<file path="config.mk">
export PLATFORM = sky130hd
export DESIGN_NAME = servo_status_packet_deframer
export DESIGN_NICKNAME = d
export VERILOG_FILES = /design/src/hw/rtl/ssd_pkg.sv /design/src/hw/rtl/ssd_front.sv /design/src/hw/rtl/ssd_queue.sv /design/src/hw/rtl/ssd_back.sv /design/src/hw/rtl/servo_status_packet_deframer.sv
export SDC_FILE = /design/constraint.sdc
export NUM_CORES = 1
export LEC_CHECK = 0
export BUFFER_PORTS_ARGS = -buffer_cell sky130_fd_sc_hd__buf_2
export CORE_MARGIN = 5
export CORE_UTILIZATION = 30
export CTS_BUF_LIST = sky130_fd_sc_hd__clkbuf_4 sky130_fd_sc_hd__clkbuf_8
export DETAILED_ROUTE_END_ITERATION = 12
export PLACE_DENSITY = 0.45
export REMOVE_ABC_BUFFERS = 1
export SETUP_SLACK_MARGIN = 0.05
export SYNTH_ARGS = -nofsm -noshare
export SYNTH_HDL_FRONTEND = slang
export SYNTH_SLANG_ARGS = --single-unit
</file>
<file path="constraint.sdc">
create_clock -name clk -period 8 [get_ports clk]
set_clock_uncertainty 0.1 [all_clocks]
set_input_delay 1.2 -clock clk [delete_from_list [all_inputs] [get_ports clk]]
set_output_delay 1.2 -clock clk [all_outputs]
set_load 0.02 [all_outputs]
</file>
<file path="src/hw/rtl/ssd_pkg.sv">
`timescale 1ns / 1ps
package ssd_pkg;

  typedef enum logic [1:0] {
    OP_START = 2'd0,
    OP_BYTE  = 2'd1,
    OP_TICK  = 2'd2
  } op_t;

  typedef enum logic [2:0] {
    ST_OK          = 3'd0,
    ST_CHECKSUM    = 3'd1,
    ST_TIMEOUT     = 3'd2,
    ST_ID_MISMATCH = 3'd3,
    ST_SERVO_ERR   = 3'd4
  } status_t;

  typedef enum logic [1:0] {
    PH_IDLE    = 2'd0,
    PH_HUNT    = 2'd1,
    PH_COLLECT = 2'd2
  } phase_t;

  typedef enum logic {
    BK_IDLE = 1'b0,
    BK_RUN  = 1'b1
  } bk_state_t;

  localparam logic [7:0]  PREAMBLE    = 8'hFF;
  localparam logic [7:0]  MAX_ID      = 8'hFD;
  localparam logic [7:0]  MAX_ERR     = 8'h7F;
  localparam logic [7:0]  MIN_LEN     = 8'd2;
  localparam logic [15:0] TIMEOUT_RST = 16'd20;
  localparam int          HDR_LEN     = 6;
  localparam int          FRAME_OVH   = 4;
  localparam int          IDX_W       = 6;
  localparam int          CNT_W       = 7;
  localparam int          Q_DEPTH     = 2;

  typedef struct packed {
    status_t          status;
    logic [7:0]       servo_id;
    logic [6:0]       error_flags;
    logic [IDX_W-1:0] n_params;
  } job_t;

  typedef struct packed {
    logic             en;
    logic [IDX_W-1:0] addr;
    logic [7:0]       data;
  } pwr_t;

endpackage

</file>
<file path="src/hw/rtl/ssd_front.sv">
`timescale 1ns / 1ps
module ssd_front #(
  parameter int RX_MAX_LEN = 64
) (
  input  logic             clk,
  input  logic             rst_n,
  input  logic             in_valid,
  output logic             in_ready,
  input  logic [1:0]       in_op,
  input  logic [7:0]       in_byte,
  input  logic [7:0]       in_exp_id,
  input  logic             cfg_wr_en,
  input  logic [15:0]      cfg_wr_data,
  input  logic             q_full,
  input  logic             run_done,
  output logic             job_push,
  output ssd_pkg::job_t    job,
  output ssd_pkg::pwr_t    pwr
);

  localparam int WIN = ssd_pkg::HDR_LEN - 1;
  localparam int CW  = ssd_pkg::CNT_W;

  ssd_pkg::phase_t   phase_r, phase_nxt;
  logic [2:0]        cnt_r, cnt_nxt;
  logic [7:0]        win_r [WIN];
  logic [7:0]        win_nxt [WIN];
  logic [CW-1:0]     pos_r, pos_nxt;
  logic [7:0]        sum_r, sum_nxt;
  logic [15:0]       elapsed_r, elapsed_nxt;
  logic [15:0]       tmo_r;
  logic [7:0]        target_r, target_nxt;
  logic              busy_r, busy_nxt;

  logic              accept;
  logic              is_start, is_byte, is_tick;
  logic [7:0]        w [ssd_pkg::HDR_LEN];
  logic [2:0]        idx;
  logic [7:0]        hlen;
  logic              hdr_ok;
  logic [CW-1:0]     total;
  logic              hunt_eval, hunt_done, hunt_go, coll_last, fin, tmo_hit;
  logic [7:0]        fin_sum;
  ssd_pkg::status_t  fin_status;

  assign in_ready = !q_full && !busy_r;
  assign accept   = in_valid && in_ready;
  assign is_start = accept && (in_op == ssd_pkg::OP_START);
  assign is_byte  = accept && (in_op == ssd_pkg::OP_BYTE);
  assign is_tick  = accept && (in_op == ssd_pkg::OP_TICK);

  always_comb begin
    for (int j = 0; j < WIN; j++) begin
      w[j] = win_r[j];
    end
    w[WIN] = in_byte;
  end

  // first FF FF pair in the full window, else keep only the newest byte
  always_comb begin
    idx = 3'(WIN);
    for (int i = WIN - 1; i >= 0; i--) begin
      if (w[i] == ssd_pkg::PREAMBLE && w[i+1] == ssd_pkg::PREAMBLE) begin
        idx = 3'(i);
      end
    end
  end

  assign hlen   = win_r[3];
  assign hdr_ok = (win_r[2] <= ssd_pkg::MAX_ID) && (hlen >= ssd_pkg::MIN_LEN) &&
                  (({1'b0, hlen} + 9'(ssd_pkg::FRAME_OVH)) <= 9'(RX_MAX_LEN)) &&
                  (win_r[4] <= ssd_pkg::MAX_ERR);
  assign total  = hlen[CW-1:0] + CW'(ssd_pkg::FRAME_OVH);

  assign hunt_eval = (phase_r == ssd_pkg::PH_HUNT) && is_byte && (cnt_r == 3'(WIN));
  assign hunt_done = hunt_eval && (idx == 3'd0) && hdr_ok && (hlen == ssd_pkg::MIN_LEN);
  assign hunt_go   = hunt_eval && (idx == 3'd0) && hdr_ok && (hlen != ssd_pkg::MIN_LEN);
  assign coll_last = (phase_r == ssd_pkg::PH_COLLECT) && is_byte &&
                     (pos_r == total - CW'(1));
  assign fin       = hunt_done || coll_last;
  assign tmo_hit   = (phase_r != ssd_pkg::PH_IDLE) && is_tick && (elapsed_r >= tmo_r);

  assign fin_sum = hunt_done ? (win_r[2] + win_r[3] + win_r[4]) : sum_r;

  always_comb begin
    if (~fin_sum != in_byte) begin
      fin_status = ssd_pkg::ST_CHECKSUM;
    end else if (win_r[2] != target_r) begin
      fin_status = ssd_pkg::ST_ID_MISMATCH;
    end else if (win_r[4] != 8'd0) begin
      fin_status = ssd_pkg::ST_SERVO_ERR;
    end else begin
      fin_status = ssd_pkg::ST_OK;
    end
  end

  always_comb begin
    phase_nxt = phase_r;
    if (is_start) begin
      phase_nxt = ssd_pkg::PH_HUNT;
    end else begin
      unique case (phase_r)
        ssd_pkg::PH_IDLE: begin
          phase_nxt = ssd_pkg::PH_IDLE;
        end
        ssd_pkg::PH_HUNT: begin
          if (tmo_hit || hunt_done) begin
            phase_nxt = ssd_pkg::PH_IDLE;
          end else if (hunt_go) begin
            phase_nxt = ssd_pkg::PH_COLLECT;
          end
        end
        ssd_pkg::PH_COLLECT: begin
          if (tmo_hit || coll_last) begin
            phase_nxt = ssd_pkg::PH_IDLE;
          end
        end
        default: begin
          phase_nxt = ssd_pkg::PH_IDLE;
        end
      endcase
    end
  end

  always_comb begin
    logic [2:0] sh;
    int         k;
    sh          = (idx != 3'd0) ? idx : 3'd1;
    k           = 0;
    win_nxt     = win_r;
    cnt_nxt     = cnt_r;
    pos_nxt     = pos_r;
    sum_nxt     = sum_r;
    elapsed_nxt = elapsed_r;
    target_nxt  = target_r;
    job_push    = 1'b0;
    job         = '0;
    pwr         = '0;
    if (is_start) begin
      cnt_nxt     = 3'd0;
      elapsed_nxt = 16'd0;
      target_nxt  = in_exp_id;
    end else begin
      if (tmo_hit) begin
        job_push   = 1'b1;
        job.status = ssd_pkg::ST_TIMEOUT;
      end else if (is_tick && phase_r != ssd_pkg::PH_IDLE) begin
        elapsed_nxt = elapsed_r + 16'd1;
      end
      if (phase_r == ssd_pkg::PH_HUNT && is_byte) begin
        if (!hunt_eval) begin
          win_nxt[cnt_r] = in_byte;
          cnt_nxt        = cnt_r + 3'd1;
        end else if (idx != 3'd0 || !hdr_ok) begin
          for (int j = 0; j < WIN; j++) begin
            k = j + int'(sh);
            if (k <= WIN) begin
              win_nxt[j] = w[k];
            end
          end
          cnt_nxt = 3'(ssd_pkg::HDR_LEN) - sh;
        end else if (hlen != ssd_pkg::MIN_LEN) begin
          pos_nxt  = CW'(ssd_pkg::HDR_LEN);
          sum_nxt  = win_r[2] + win_r[3] + win_r[4] + in_byte;
          pwr.en   = 1'b1;
          pwr.data = in_byte;
        end
      end
      if (phase_r == ssd_pkg::PH_COLLECT && is_byte && !coll_last) begin
        pwr.en   = 1'b1;
        pwr.addr = ssd_pkg::IDX_W'(pos_r - CW'(WIN));
        pwr.data = in_byte;
        sum_nxt  = sum_r + in_byte;
        pos_nxt  = pos_r + CW'(1);
      end
      if (fin) begin
        job_push        = 1'b1;
        job.status      = fin_status;
        job.servo_id    = win_r[2];
        job.error_flags = win_r[4][6:0];
        job.n_params    = (fin_status == ssd_pkg::ST_OK) ?
                          ssd_pkg::IDX_W'(hlen - ssd_pkg::MIN_LEN) : '0;
      end
    end
  end

  // input held off from a parameter packet's push until its run is drained
  assign busy_nxt = (busy_r && !run_done) || (job_push && job.n_params != '0);

  always_ff @(posedge clk) begin
    if (!rst_n) begin
      phase_r   <= ssd_pkg::PH_IDLE;
      cnt_r     <= 3'd0;
      elapsed_r <= 16'd0;
      tmo_r     <= ssd_pkg::TIMEOUT_RST;
      target_r  <= 8'd0;
      busy_r    <= 1'b0;
    end else begin
      phase_r   <= phase_nxt;
      cnt_r     <= cnt_nxt;
      elapsed_r <= elapsed_nxt;
      target_r  <= target_nxt;
      busy_r    <= busy_nxt;
      if (cfg_wr_en) begin
        tmo_r <= cfg_wr_data;
      end
    end
  end

  always_ff @(posedge clk) begin
    win_r <= win_nxt;
    pos_r <= pos_nxt;
    sum_r <= sum_nxt;
  end

endmodule

</file>
<file path="src/hw/rtl/ssd_queue.sv">
`timescale 1ns / 1ps
module ssd_queue (
  input  logic          clk,
  input  logic          rst_n,
  input  logic          push,
  input  ssd_pkg::job_t push_job,
  output logic          full,
  input  logic          pop,
  output logic          pop_valid,
  output ssd_pkg::job_t pop_job
);

  localparam int PW = (ssd_pkg::Q_DEPTH > 1) ? $clog2(ssd_pkg::Q_DEPTH) : 1;
  localparam int CW = $clog2(ssd_pkg::Q_DEPTH + 1);

  ssd_pkg::job_t  mem_r [ssd_pkg::Q_DEPTH];
  logic [PW-1:0]  wp_r, wp_nxt;
  logic [PW-1:0]  rp_r, rp_nxt;
  logic [CW-1:0]  cnt_r, cnt_nxt;
  logic           do_push, do_pop;

  assign full      = (cnt_r == CW'(ssd_pkg::Q_DEPTH));
  assign pop_valid = (cnt_r != '0);
  assign pop_job   = mem_r[rp_r];
  assign do_push   = push && !full;
  assign do_pop    = pop && pop_valid;

  always_comb begin
    wp_nxt  = wp_r;
    rp_nxt  = rp_r;
    cnt_nxt = cnt_r;
    if (do_push) begin
      wp_nxt = (wp_r == PW'(ssd_pkg::Q_DEPTH - 1)) ? '0 : wp_r + PW'(1);
    end
    if (do_pop) begin
      rp_nxt = (rp_r == PW'(ssd_pkg::Q_DEPTH - 1)) ? '0 : rp_r + PW'(1);
    end
    if (do_push && !do_pop) begin
      cnt_nxt = cnt_r + CW'(1);
    end else if (do_pop && !do_push) begin
      cnt_nxt = cnt_r - CW'(1);
    end
  end

  always_ff @(posedge clk) begin
    if (!rst_n) begin
      wp_r  <= '0;
      rp_r  <= '0;
      cnt_r <= '0;
    end else begin
      wp_r  <= wp_nxt;
      rp_r  <= rp_nxt;
      cnt_r <= cnt_nxt;
    end
  end

  always_ff @(posedge clk) begin
    if (do_push) begin
      mem_r[wp_r] <= push_job;
    end
  end

endmodule

</file>
<file path="src/hw/rtl/ssd_back.sv">
`timescale 1ns / 1ps
module ssd_back #(
  parameter int RX_MAX_LEN = 64
) (
  input  logic          clk,
  input  logic          rst_n,
  input  ssd_pkg::pwr_t pwr,
  input  logic          job_valid,
  input  ssd_pkg::job_t job,
  output logic          job_pop,
  input  logic          out_ready,
  output logic          out_valid,
  output logic [31:0]   out_data,
  output logic          out_user,
  output logic          out_last,
  output logic          run_done,
  output logic          run_busy
);

  localparam int PDEPTH = RX_MAX_LEN - ssd_pkg::HDR_LEN;
  localparam int AW     = (PDEPTH > 1) ? $clog2(PDEPTH) : 1;
  localparam int IW     = ssd_pkg::IDX_W;

  logic [7:0]           pmem [PDEPTH];
  logic [7:0]           rd_data_r;
  logic                 rd_en;
  logic [IW-1:0]        rd_idx;

  ssd_pkg::bk_state_t   state_r, state_nxt;
  ssd_pkg::job_t        job_r;
  logic [IW-1:0]        idx_r;
  logic                 out_free, last_p, load_stat, load_par;

  logic                 out_valid_r;
  ssd_pkg::status_t     status_r;
  logic [7:0]           id_r;
  logic [6:0]           err_r;
  logic [IW-1:0]        pidx_r;
  logic [7:0]           pbyte_r;
  logic                 pvalid_r;
  logic                 last_r;

  assign out_free = !out_valid_r || out_ready;
  assign last_p   = (idx_r == job_r.n_params - IW'(1));

  always_comb begin
    state_nxt = state_r;
    unique case (state_r)
      ssd_pkg::BK_IDLE: begin
        if (job_valid && job.n_params != '0) begin
          state_nxt = ssd_pkg::BK_RUN;
        end
      end
      ssd_pkg::BK_RUN: begin
        if (out_free && last_p) begin
          state_nxt = ssd_pkg::BK_IDLE;
        end
      end
      default: begin
        state_nxt = ssd_pkg::BK_IDLE;
      end
    endcase
  end

  always_comb begin
    job_pop   = 1'b0;
    rd_en     = 1'b0;
    rd_idx    = '0;
    load_stat = 1'b0;
    load_par  = 1'b0;
    unique case (state_r)
      ssd_pkg::BK_IDLE: begin
        if (job_valid && job.n_params != '0) begin
          job_pop = 1'b1;
          rd_en   = 1'b1;
        end else if (job_valid && out_free) begin
          job_pop   = 1'b1;
          load_stat = 1'b1;
        end
      end
      ssd_pkg::BK_RUN: begin
        if (out_free) begin
          load_par = 1'b1;
          if (!last_p) begin
            rd_en  = 1'b1;
            rd_idx = idx_r + IW'(1);
          end
        end
      end
      default: begin
        job_pop = 1'b0;
      end
    endcase
  end

  assign run_done = load_par && last_p;
  assign run_busy = (state_r == ssd_pkg::BK_RUN);

  always_ff @(posedge clk) begin
    if (pwr.en) begin
      pmem[pwr.addr[AW-1:0]] <= pwr.data;
    end
    if (rd_en) begin
      rd_data_r <= pmem[rd_idx[AW-1:0]];
    end
  end

  always_ff @(posedge clk) begin
    if (!rst_n) begin
      state_r     <= ssd_pkg::BK_IDLE;
      out_valid_r <= 1'b0;
    end else begin
      state_r <= state_nxt;
      if (load_stat || load_par) begin
        out_valid_r <= 1'b1;
      end else if (out_ready) begin
        out_valid_r <= 1'b0;
      end
    end
  end

  always_ff @(posedge clk) begin
    if (job_pop) begin
      job_r <= job;
      idx_r <= '0;
    end else if (load_par) begin
      idx_r <= idx_r + IW'(1);
    end
    if (load_stat) begin
      status_r <= job.status;
      id_r     <= job.servo_id;
      err_r    <= job.error_flags;
      pidx_r   <= '0;
      pbyte_r  <= 8'd0;
      pvalid_r <= 1'b0;
      last_r   <= 1'b1;
    end else if (load_par) begin
      status_r <= ssd_pkg::ST_OK;
      id_r     <= job_r.servo_id;
      err_r    <= 7'd0;
      pidx_r   <= idx_r;
      pbyte_r  <= rd_data_r;
      pvalid_r <= 1'b1;
      last_r   <= last_p;
    end
  end

  assign out_valid = out_valid_r;
  assign out_data  = {pbyte_r, pidx_r, err_r, id_r, status_r};
  assign out_user  = pvalid_r;
  assign out_last  = last_r;

endmodule

</file>
<file path="src/hw/rtl/servo_status_packet_deframer.sv">
`timescale 1ns / 1ps
// Status reply deframer. While in_tready is high, start, byte and tick words are taken
// at one per cycle while hunting for the FF FF preamble and while collecting a packet.
// A finished packet becomes a job in a two-entry queue; a status result is loaded
// into the output register at the same edge that takes its job from the queue, in
// the cycle after the word that ends the packet when the queue was empty and the
// output register free. A good packet with N parameter bytes gives a run of N words:
// the first byte is read from the parameter store into a register, then one word per
// cycle follows while out_tready stays high. in_tready is low from the word that ends
// such a packet until the last word of its run is loaded into the output register,
// and while the job queue is full. No clearing pass follows reset.
module servo_status_packet_deframer #(
  parameter int RX_MAX_LEN = 64
) (
  input  logic        clk,
  input  logic        rst_n,
  input  logic        in_tvalid,
  output logic        in_tready,
  input  logic [15:0] in_tdata,   // rx_byte, expected_id
  input  logic [1:0]  in_tuser,   // operation
  output logic        out_tvalid,
  input  logic        out_tready,
  output logic [31:0] out_tdata,  // status, servo_id, error_flags, param_index, param_byte
  output logic        out_tuser,  // param_valid
  output logic        out_tlast,
  input  logic        cfg_wr_en,
  input  logic [15:0] cfg_wr_data
);

  logic          job_push;
  ssd_pkg::job_t push_job;
  ssd_pkg::pwr_t pwr;
  logic          q_full;
  logic          q_valid;
  logic          q_pop;
  ssd_pkg::job_t q_job;
  logic          run_done;
  logic          run_busy;

  ssd_front #(
    .RX_MAX_LEN(RX_MAX_LEN)
  ) u_front (
    .clk        (clk),
    .rst_n      (rst_n),
    .in_valid   (in_tvalid),
    .in_ready   (in_tready),
    .in_op      (in_tuser),
    .in_byte    (in_tdata[7:0]),
    .in_exp_id  (in_tdata[15:8]),
    .cfg_wr_en  (cfg_wr_en),
    .cfg_wr_data(cfg_wr_data),
    .q_full     (q_full),
    .run_done   (run_done),
    .job_push   (job_push),
    .job        (push_job),
    .pwr        (pwr)
  );

  ssd_queue u_queue (
    .clk      (clk),
    .rst_n    (rst_n),
    .push     (job_push),
    .push_job (push_job),
    .full     (q_full),
    .pop      (q_pop),
    .pop_valid(q_valid),
    .pop_job  (q_job)
  );

  ssd_back #(
    .RX_MAX_LEN(RX_MAX_LEN)
  ) u_back (
    .clk      (clk),
    .rst_n    (rst_n),
    .pwr      (pwr),
    .job_valid(q_valid),
    .job      (q_job),
    .job_pop  (q_pop),
    .out_ready(out_tready),
    .out_valid(out_tvalid),
    .out_data (out_tdata),
    .out_user (out_tuser),
    .out_last (out_tlast),
    .run_done (run_done),
    .run_busy (run_busy)
  );

  a_queue_no_overflow: assert property (@(posedge clk) disable iff (!rst_n)
    !(job_push && q_full))
    else $error("job pushed into full queue");

  a_store_quiet_in_run: assert property (@(posedge clk) disable iff (!rst_n)
    !(pwr.en && run_busy))
    else $error("parameter store written during a run");

  a_status_word_shape: assert property (@(posedge clk) disable iff (!rst_n)
    (out_tvalid && !out_tuser) |-> (out_tlast && out_tdata[31:18] == 14'd0))
    else $error("status word with parameter content");

  a_timeout_word_clear: assert property (@(posedge clk) disable iff (!rst_n)
    (out_tvalid && out_tdata[2:0] == ssd_pkg::ST_TIMEOUT) |-> (out_tdata[17:3] == 15'd0))
    else $error("timeout word carries packet fields");

endmodule
</file>
# Word level (Yosys, flattened, before mapping)
# Memory sizes are Yosys's and may differ from the RTL's. A register that Yosys moved wholly into a read port is not among the register bits.
# Index checks and enable logic that the tools add are counted.
[word_totals] ff_bits=161 mem_bits_rw=512 output_inout_bits=36 elab_cells=290 mem_count=2
[mem_list] name="u_back.pmem" depth=58 width=8 read_ports=1 rd_ports_with_merged_regs=1 wr=1 line="ssd_back.sv:24" source="logic [7:0] pmem [PDEPTH];"
[mem_list] name="u_queue.mem_r" depth=2 width=24 read_ports=1 rd_ports_with_merged_regs=1 wr=1 line="ssd_queue.sv:16" source="ssd_pkg::job_t mem_r [ssd_pkg::Q_DEPTH];"
[op_classes] n_addsub=23 magnitude_cmp=17 n_eq_ne=29 n_mux=103 n_bitwise=11 reduce_logical=76
[op_table] op="$mux W8" count=28
[op_table] op="$ge A32 B4 Y1 const B" count=5
[op_table] op="$le A32 B4 Y1 const B" count=4
[op_table] op="$not A32 Y32" count=4
[op_table] op="$bmux W8 S3" count=5
[op_table] op="$mux W40" count=2
[op_table] op="$mux W7" count=7
[op_table] op="$eq A8 B8 Y1 const B" count=6
[op_table] op="$mux W24" count=2
[op_table] op="$bwmux W40" count=1
[op_table] op="$mux W3" count=12
[op_table] op="$logic_and A1 B1 Y1" count=35
[op_table] op="$add A8 B8 Y8" count=4
[op_table] op="$not A3 Y32" count=1
[op_table] op="$mux W1" count=30
[op_table] op="$mux W15" count=2
[op_table] op="$demux W8 S3" count=1
[op_table] op="$mux W6" count=4
[op_table] op="$reduce_and A4 Y1" count=5
[op_table] op="$add A16 B1 Y16 const B" count=1
[op_table] op="$ge A16 B16 Y1" count=1
[op_table] op="$ne A8 B8 Y1" count=2
[op_table] op="$reduce_bool A2 Y1" count=8
[op_table] op="$ne A2 B2 Y1 const B" count=7
[op_table] op="other kinds (50)" count=82

# Longest topological paths before layout
# Gate-level depths: netlist (run 1).
[logic_depth] depth_word=22 mapped_depth=18

# Hierarchy
# From an unflattened synthesis (run 1), not the netlist that was laid out.
[unflattened] hier_cells=2392 area_unflattened_um2=31182.4
[modules_own_cells] mod="ssd_back" instances=1 cells_per_inst=1408 area_each_um2=21202.8
[modules_own_cells] mod="ssd_front" instances=1 cells_per_inst=884 area_each_um2=8011.4
[modules_own_cells] mod="ssd_queue" instances=1 cells_per_inst=100 area_each_um2=1968.1

# Least setup slack after synthesis (run 1)
# No wires, ideal clock.
[synth_path] path_kind="in2reg" startpoint="input in_tuser[1]" endpoint="memory u_back.pmem[0][4], data pin" setup_ns=0.487 arrival_ns=4.052 t_required_ns=7.413 setup_slack_ns=3.362 cell_stages=9 path_buffers=2 cell_sequence="and3b_1 > and4_1 > buf_4 > nand4b_1 > nor4b_1 > nand2_1 > and2_1 > clkbuf_1 > nor2b_1"
[synth_lines] element="start: declaration" line="servo_status_packet_deframer.sv:20" source="input logic [1:0] in_tuser,"
[synth_lines] element="end: declaration" line="ssd_back.sv:24"

# Worst setup path in the final report (run 1)
[layout_path] startpoint="register u_front.win_r (netlist bit u_front.hlen[1])" endpoint="memory u_back.pmem[30][1], enable pin"
[layout_via] elab_chain_len=15
[layout_lines] element="start: declaration" line="ssd_front.sv:26" source="logic [7:0] win_r [WIN];"
[layout_lines] element="start signal: assignment" line="ssd_front.sv:211" source="win_r <= win_nxt;"
[layout_lines] element="branches (longest 11 deep; another with $add A8 B3 Y9)"
[layout_lines] element="$mux W15 (*)" line="ssd_front.sv:169" source="if (phase_r == ssd_pkg::PH_COLLECT && is_byte && !coll_last) begin"
[layout_lines] element="$mux W15 (*)" line="ssd_front.sv:139" source="if (is_start) begin"
[layout_lines] element="$mux W1" line="ssd_back.sv:100" source="if (pwr.en) begin"
[layout_lines] element="$mux W1 (implied by the code)" line="ssd_back.sv:101" source="pmem[pwr.addr[AW-1:0]] <= pwr.data;"
# Mark *: on every way between the ends.

==> qor.csv, run 1 <==
metric;value;unit
Synth Area in Simple Gates;12.38;%
die span in y;330.2;um
root buffer cell;clkbuf_8;
final core occ;34.46;%
H-tree depth;3;
Max VDD drop;123.7;uV
largest family of logic cells by synthesized area;simple AND/OR/NAND/NOR gates;
Hold Path End;u_back.pidx_r[3]$_SDFFE_PP0P_;
Setup crit end kind;flip-flop;
RR Startpoint;u_front.hlen[1]$_DFFE_PP_;
clk_lat worst skew;0.76;ns
crit-path max FO;20;
final net count;2638;
CORE AREA;101900;sq um
worst-case reg-to-reg path depth;10;
Vias;20420;
CP cell instances;inv_1 > ha_1 > a21oi_1 > nor2_1 > xnor2_1 > nor3_1 > or2_2 > nor2_1 > nand3_1 > nor2_1;
max-slew violations;0;
buffer depth of the longest clock path;3;
P per Cell Area;250.2;nW/um^2
post-DP HPWL;62530;um
final hold violation count;0;
CTS clock-pin slew for the worst setup and hold paths;0.06;ns
# rows;117;
Rel. slew slack;14.54;%
total global routing overflow;0;
Post-CTS Setup Inserts;0;
DR iter-0 viols;1935;
WS Path Type;flip-flop to flip-flop;
Worst setup startpoint;u_front.hlen[1]$_DFFE_PP_;
sequential share of the synthesized area;64.13;%
Ys Warns;0;
Worst Path Arrival;4.95;ns
DRC viols;0;
met3 WL post-DR;5649;um
Via density;5.096;
area delta synth->final;14.13;%
Seq cells post-synth;682;
Setup violations, final;0;
IO Count;75;
maxcap violations;0;
Critical Path RT;8.24;ns
largest net degree at the start of global routing;59;
top_reg_cell synth;edfxtp_1;
Worst Hold Class;flip-flop to flip-flop;
Lkg Pwr;0.01183;uW
initial core utilization;30.19;%
mean area per synthesized cell;12.65;sq um
CTS Buf Count;115;
fmax;212.7;MHz
top layer in use;met5;
flop2flop setup slack;3.30;ns
Metal-1 WL;41580;um
Tightest Pin Transition;1.272;ns
Total Routing Usage GR;16.90;%
final worst setup slack;3.299;ns
post-synthesis mux area share;6.695;%
drt pass-1 iters;6;
RR Endpoint;u_back.pmem[30][1]$_DFFE_PP_;
CTS tree;done;
Routed wire per std cell;23.30;um
I/O Buffers;74;
vias in the first global route;20560;
startpoint types;flip-flop;
Mapped Area;30760;sq um
cell repeated most along the worst path;nor2_1;
routed wl met2;43050;um
hold path cells;2;
beginning of the worst hold path;u_back.pidx_r[3]$_SDFFE_PP0P_;
period utilisation layout;58.76;%
Routed WL;93360;um
Synth Area in Adders;2.619;%
Die Width;330.2;um
initial antenna violation count;5;
slowest CP cell;nor2_1;
hold_buf cts;0;
most common cell after layout, fill and taps aside;edfxtp_1;
most frequent cells in the layout;edfxtp_1, nand2_1, nor2_1;
Crit path largest cell delay;1.11;ns
pre-CTS setup slack;2.769;ns
die area;109000;sq um
RSZ-0062 raised after global routing;no;
clock sink count;682;
Final min period;4.701;ns
post-synth cell types;100;
layout cell share with drive strength beyond 1;15.48;%
global-route wire length before repair;137400;um
post-CTS sizing;0;
XOR/XNOR share of the synthesized area;2.469;%
antenna-violating nets left;0;
Gate Count Post-Synth;2432;
Post-synth EDFFs;607;
outcome;complete, no violations;
routability congestion estimate;0.8550;
Synth Area in Compound Gates;9.228;%
Final TNS setup;0;ns
post-synthesis async set-or-reset flop share;0;%
-- flip-flops by register name (all words and copies together) (netlist names), 8 cells and up, named ones only --
register / flops
u_back.pmem: 464
u_queue.mem_r: 48
u_front.w: 32
u_front.elapsed_r: 16
u_front.tmo_r: 16
u_back.job_r: 14
u_back.id_r: 8
u_back.pbyte_r: 8
u_back.rd_data_r: 8
u_front.hlen: 8
u_front.sum_r: 8
u_front.target_r: 8
-- synthesized netlist by cell type, drive strengths merged, types with 10 or more instances --
cell type / number / share of area (%)
clkbuf: 75 / 0.92
mux2i: 154 / 5.0
a22o: 13 / 0.37
nand3: 62 / 1.0
ha: 50 / 2.0
a211oi: 14 / 0.36
and2: 20 / 0.41
o22ai: 21 / 0.45
nand2: 368 / 4.5
nor2: 200 / 2.4
mux2: 24 / 0.88
o21a: 11 / 0.27
xnor2: 61 / 1.7
o211ai: 21 / 0.51
buf: 50 / 0.87
edfxtp: 607 / 59
or3: 12 / 0.26
mux4: 11 / 0.81
a21o: 11 / 0.27
a32oi: 15 / 0.43
a22oi: 14 / 0.34
inv: 55 / 0.67
a21oi: 122 / 2.1
xor2: 23 / 0.65
nor3: 38 / 0.62
o21ai: 45 / 0.74
a221oi: 10 / 0.34
nor2b: 16 / 0.33
nand4: 39 / 0.86
nor4: 20 / 0.49
dfxtp: 75 / 4.9
nand2b: 13 / 0.26
-- worst max-delay path: cells and delay by family, from the launching register on --
| kind | cells | cell delay (ns) |
|---|---|---|
| AND/OR/NAND/NOR | 6 | 2.65 |
| flip-flops | 1 | 0.70 |
| adder cells (fa/ha/maj) | 1 | 0.25 |
| AO/OA/AOI/OAI | 1 | 0.24 |
| buffers and inverters | 1 | 0.21 |
| XOR/XNOR | 1 | 0.14 |
-- worst max path at each step --
stage,to,slack (ns),cells past startpoint
5_1_grt,u_front.w[44]$_DFFE_PP_,2.96,9
2_1_floorplan,u_back.rd_data_r[0]$_DFFE_PP_,-1.17,7
4_1_cts,u_front.w[44]$_DFFE_PP_,3.36,9
6_report,u_back.pmem[30][1]$_DFFE_PP_,3.30,10
3_5_place_dp,u_back.rd_data_r[3]$_DFFE_PP_,2.77,10
3_3_place_gp,u_back.rd_data_r[2]$_DFFE_PP_,2.82,10
-- layer usage --
| metal | up-vias | GRT usage [%] |
|---|---|---|
| met4 | 2 | 5.488 |
| met3 | 170 | 3.373 |
| li1 | 9353 | - |
| met2 | 689 | 26.92 |
| met1 | 10210 | 23.27 |
| met5 | - | 0 |
-- power breakdown --
group / internal (uW) / leakage (uW) / switching, uW
Sequential: 4020 / 0.00517 / 87.2
Combinational: 483 / 0.00539 / 1030
Clock: 1740 / 0.00128 / 1440
-- through the flow --
| stage | hold slack (ns) | power (uW) | instance area [sq um] | cells |
|---|---|---|---|---|
| after floorplan | 0.3506 | 5177 | 30210 | 2307 |
| after global placement | 0.3416 | 5691 | 32740 | 3791 |
| after detailed placement | 0.3493 | 5703 | 32740 | 3791 |
| after CTS | 0.3580 | 8905 | 35100 | 4003 |
| after global routing | 0.3715 | 9185 | 35100 | 4004 |
| final | 0.3542 | 8786 | 35110 | 4007 |
-- logic make-up (layout without fill, tap and decap cells) --
kind of cell | Yosys count | after routing
fa+ha+maj | 59 | 59
flops | 682 | 682
compound gates | 401 | 401
xor+xnor | 85 | 85
mux | 189 | 189
other cells | 0 | 4
simple gates | 835 | 835
buf+inv | 181 | 384
-- area by class of cell --
| type | instances | area (sq um) |
|---|---|---|
| fill | 10080 | 66780 |
| antenna | 4 | 10.01 |
| sequential | 682 | 19730 |
| multi-input combinational | 1569 | 10400 |
| inverter | 56 | 210.2 |
| clock buffer | 177 | 2130 |
| clock inverter | 35 | 235.2 |
| timing repair buffer | 116 | 685.7 |
| tap | 1368 | 1712 |
Power figures use the tool's default switching activity.
==> inputs of run 2 (changes only) <==
Settings changed: PLACE_DENSITY 0.45 to 0.47.
Clock period 8 ns to 4.3 ns, I/O delays scaled along.
==> run 2 against run 1 <==
Compared with the run above:
- register-to-register slack lost 3.2 ns
- sequential share of layout area shrank 2.1 points
- utilization grew 1.4 points
- fmax grew 12%
- design area grew 4.0%
- combinational power grew 86%
==> qor.csv, run 2 (synthesized netlist as in run 1, its figures left out) <==
metric;value;unit
outcome;complete, no violations;
beginning of the worst hold path;cfg_wr_data[15];
Worst Path Arrival;4.61;ns
P per Cell Area;450.7;nW/um^2
IO Count;75;
Lkg Pwr;0.01263;uW
RR Startpoint;u_front.w[9]$_DFFE_PP_;
slowest CP cell;fa_1;
Clock power frac;36.5;%
hold path cells;3;
DP Area;33820;sq um
Final TNS setup;0;ns
# rows;117;
Comb pwr share;17.1;%
final net count;2784;
clock sink count;682;
layout cell share with drive strength beyond 1;18.81;%
RSZ-0062 raised after global routing;yes;
switch share;28.60;%
Worst Hold Class;input port to flip-flop;
crit-path max FO;9;
startpoint types;flip-flop;
period utilisation layout;97.70;%
CTS tree;done;
global-route wire length before repair;139300;um
area delta synth->final;18.66;%
Setup violations, final;0;
Routed wire per std cell;22.63;um
vias in the first global route;21250;
CTS clock-pin slew for the worst setup and hold paths;0.06;ns
Via density;5.070;
Tightest Pin Transition;1.180;ns
max-slew violations;0;
fmax;238.0;MHz
DR iter-0 viols;1974;
cell area after layout;36510;sq um
pre-CTS setup slack;0.2451;ns
Hold Path End;u_front.tmo_r[15]$_SDFFE_PN0P_;
antenna-violating nets left;0;
Crit path largest cell delay;0.59;ns
most common cell after layout, fill and taps aside;edfxtp_1;
Routed WL;94040;um
crit-path leading delay family;simple AND/OR/NAND/NOR gates;
die area;109000;sq um
H-tree depth;3;
Total Routing Usage GR;16.95;%
routability congestion estimate;0.9108;
initial antenna violation count;4;
Seq pwr share;46.4;%
buffer depth of the longest clock path;3;
internal power;11750;uW
Rel. slew slack;21.31;%
I/O Buffers;74;
clk_lat worst skew;0.77;ns
total power;16450;uW
Final min period;4.201;ns
root buffer cell;clkbuf_8;
total global routing overflow;0;
Max VDD drop;266.9;uV
RR Endpoint;u_queue.mem_r[0][5]$_DFFE_PP_;
Sw Pwr;4704;uW
post-DP HPWL;64160;um
Largest register FFs;464;
most frequent cells in the layout;edfxtp_1, nand2_1, nor2_1;
CP cell instances;fa_1 > ha_1 > inv_1 > fa_1 > nor2b_1 > o31a_1 > o21ai_0 > nand2b_1 > xor3_1 > nor3b_1 > o22ai_2 > nor4_1;
flop2flop setup slack;0.1;ns
CTS Buf Count;118;
Post-CTS Setup Inserts;0;
Die Width;330.2;um
multi-input logic area;10400;sq um
Critical Path RT;4.71;ns
initial core utilization;30.19;%
final hold violation count;0;
cell repeated most along the worst path;fa_1;
CP Buf/Inv Count;1;
die span in y;330.2;um
DRC viols;0;
CORE AREA;101900;sq um
Vias;21070;
filler instances;10070;
maxcap violations;0;
drt pass-1 iters;7;
Fin Hold WS;0.08647;ns
WS Path Type;flip-flop to flip-flop;
register area;19730;sq um
final worst setup slack;0.09880;ns
largest net degree at the start of global routing;59;
worst-case reg-to-reg path depth;12;
Setup crit end kind;flip-flop;
[run 2: changes by cell type in the layout (fill, tap and decap cells not counted), moves of 3 or more]
cell,before,now
buf_12,0,16
clkinv_2,17,6
o41ai_2,4,1
dlygate4sd3_1,0,22
clkinv_1,12,24
clkbuf_8,128,132
clkinvlp_4,0,3
buf_4,42,147
[run 2: worst register-to-register path, stage by stage, from the launching register on]
cell and delay [ns]:
edfxtp_1 0.56, fa_1 0.59, ha_1 0.18, inv_1 0.06, fa_1 0.40, nor2b_1 0.18, o31a_1 0.18, o21ai_0 0.10
nand2b_1 0.14, xor3_1 0.34, nor3b_1 0.35, o22ai_2 0.27, nor4_1 0.52
[run 2: power groups by stage]
stage / Clock (uW) / Sequential [uW] / Combinational [uW]
after floorplan: 0 / 7880 / 1750
after global placement: 0 / 7760 / 2780
after detailed placement: 0 / 7770 / 2810
after CTS: 6190 / 7640 / 2830
after global routing: 6500 / 7660 / 3050
final: 6010 / 7630 / 2810
[run 2: metrics by stage]
stage | utilization [%] | std cells
3_5_place_dp | 33.20 | 3912
2_1_floorplan | - | 2307
5_1_grt | 35.83 | 4156
4_1_cts | 35.80 | 4154
6_report | 35.83 | 4156
3_3_place_gp | 33.20 | 3912
[run 2: layout make-up]
class / instances / area share [%]
sequential: 682 / 54.04
tap: 1368 / 4.689
timing repair buffer: 259 / 5.518
multi-input combinational: 1569 / 28.49
clock buffer: 182 / 6.005
antenna: 2 / 0.01371
clock inverter: 38 / 0.6649
inverter: 56 / 0.5758
[run 2: metal layers]
| metal | track usage [%] | vias to the layer above | wire length, um | share of wire [%] |
|---|---|---|---|---|
| met5 | 0 | - | 13 | 0.014 |
| met1 | 23.58 | 10600 | 42590 | 45 |
| met4 | 5.054 | 2 | 2224 | 2.4 |
| li1 | - | 9630 | - | - |
| met3 | 3.055 | 142 | 5682 | 6.0 |
| met2 | 27.21 | 695 | 43530 | 46 |
[run 2: worst max-delay path by stage]
stage,startpoint,to,slack [ns],cells past startpoint
5_1_grt,u_front.w[9]$_DFFE_PP_,u_queue.mem_r[1][3]$_DFFE_PP_,0.03,12
6_report,u_front.w[9]$_DFFE_PP_,u_queue.mem_r[0][5]$_DFFE_PP_,0.1,12
3_5_place_dp,u_front.hlen[1]$_DFFE_PP_,u_front.sum_r[7]$_DFFE_PP_,0.25,16
3_3_place_gp,u_front.hlen[2]$_DFFE_PP_,u_front.sum_r[7]$_DFFE_PP_,0.31,15
4_1_cts,u_front.hlen[2]$_DFFE_PP_,u_front.sum_r[7]$_DFFE_PP_,0.24,15
2_1_floorplan,out_tready,u_back.rd_data_r[0]$_DFFE_PP_,-4.32,7
[run 2: repair_timing]
action                                  CTS  global route
hold endpoints to repair                 22             0
gates resized for setup                   0             3
hold buffers                             22             0
endpoints found under the setup margin    0             5
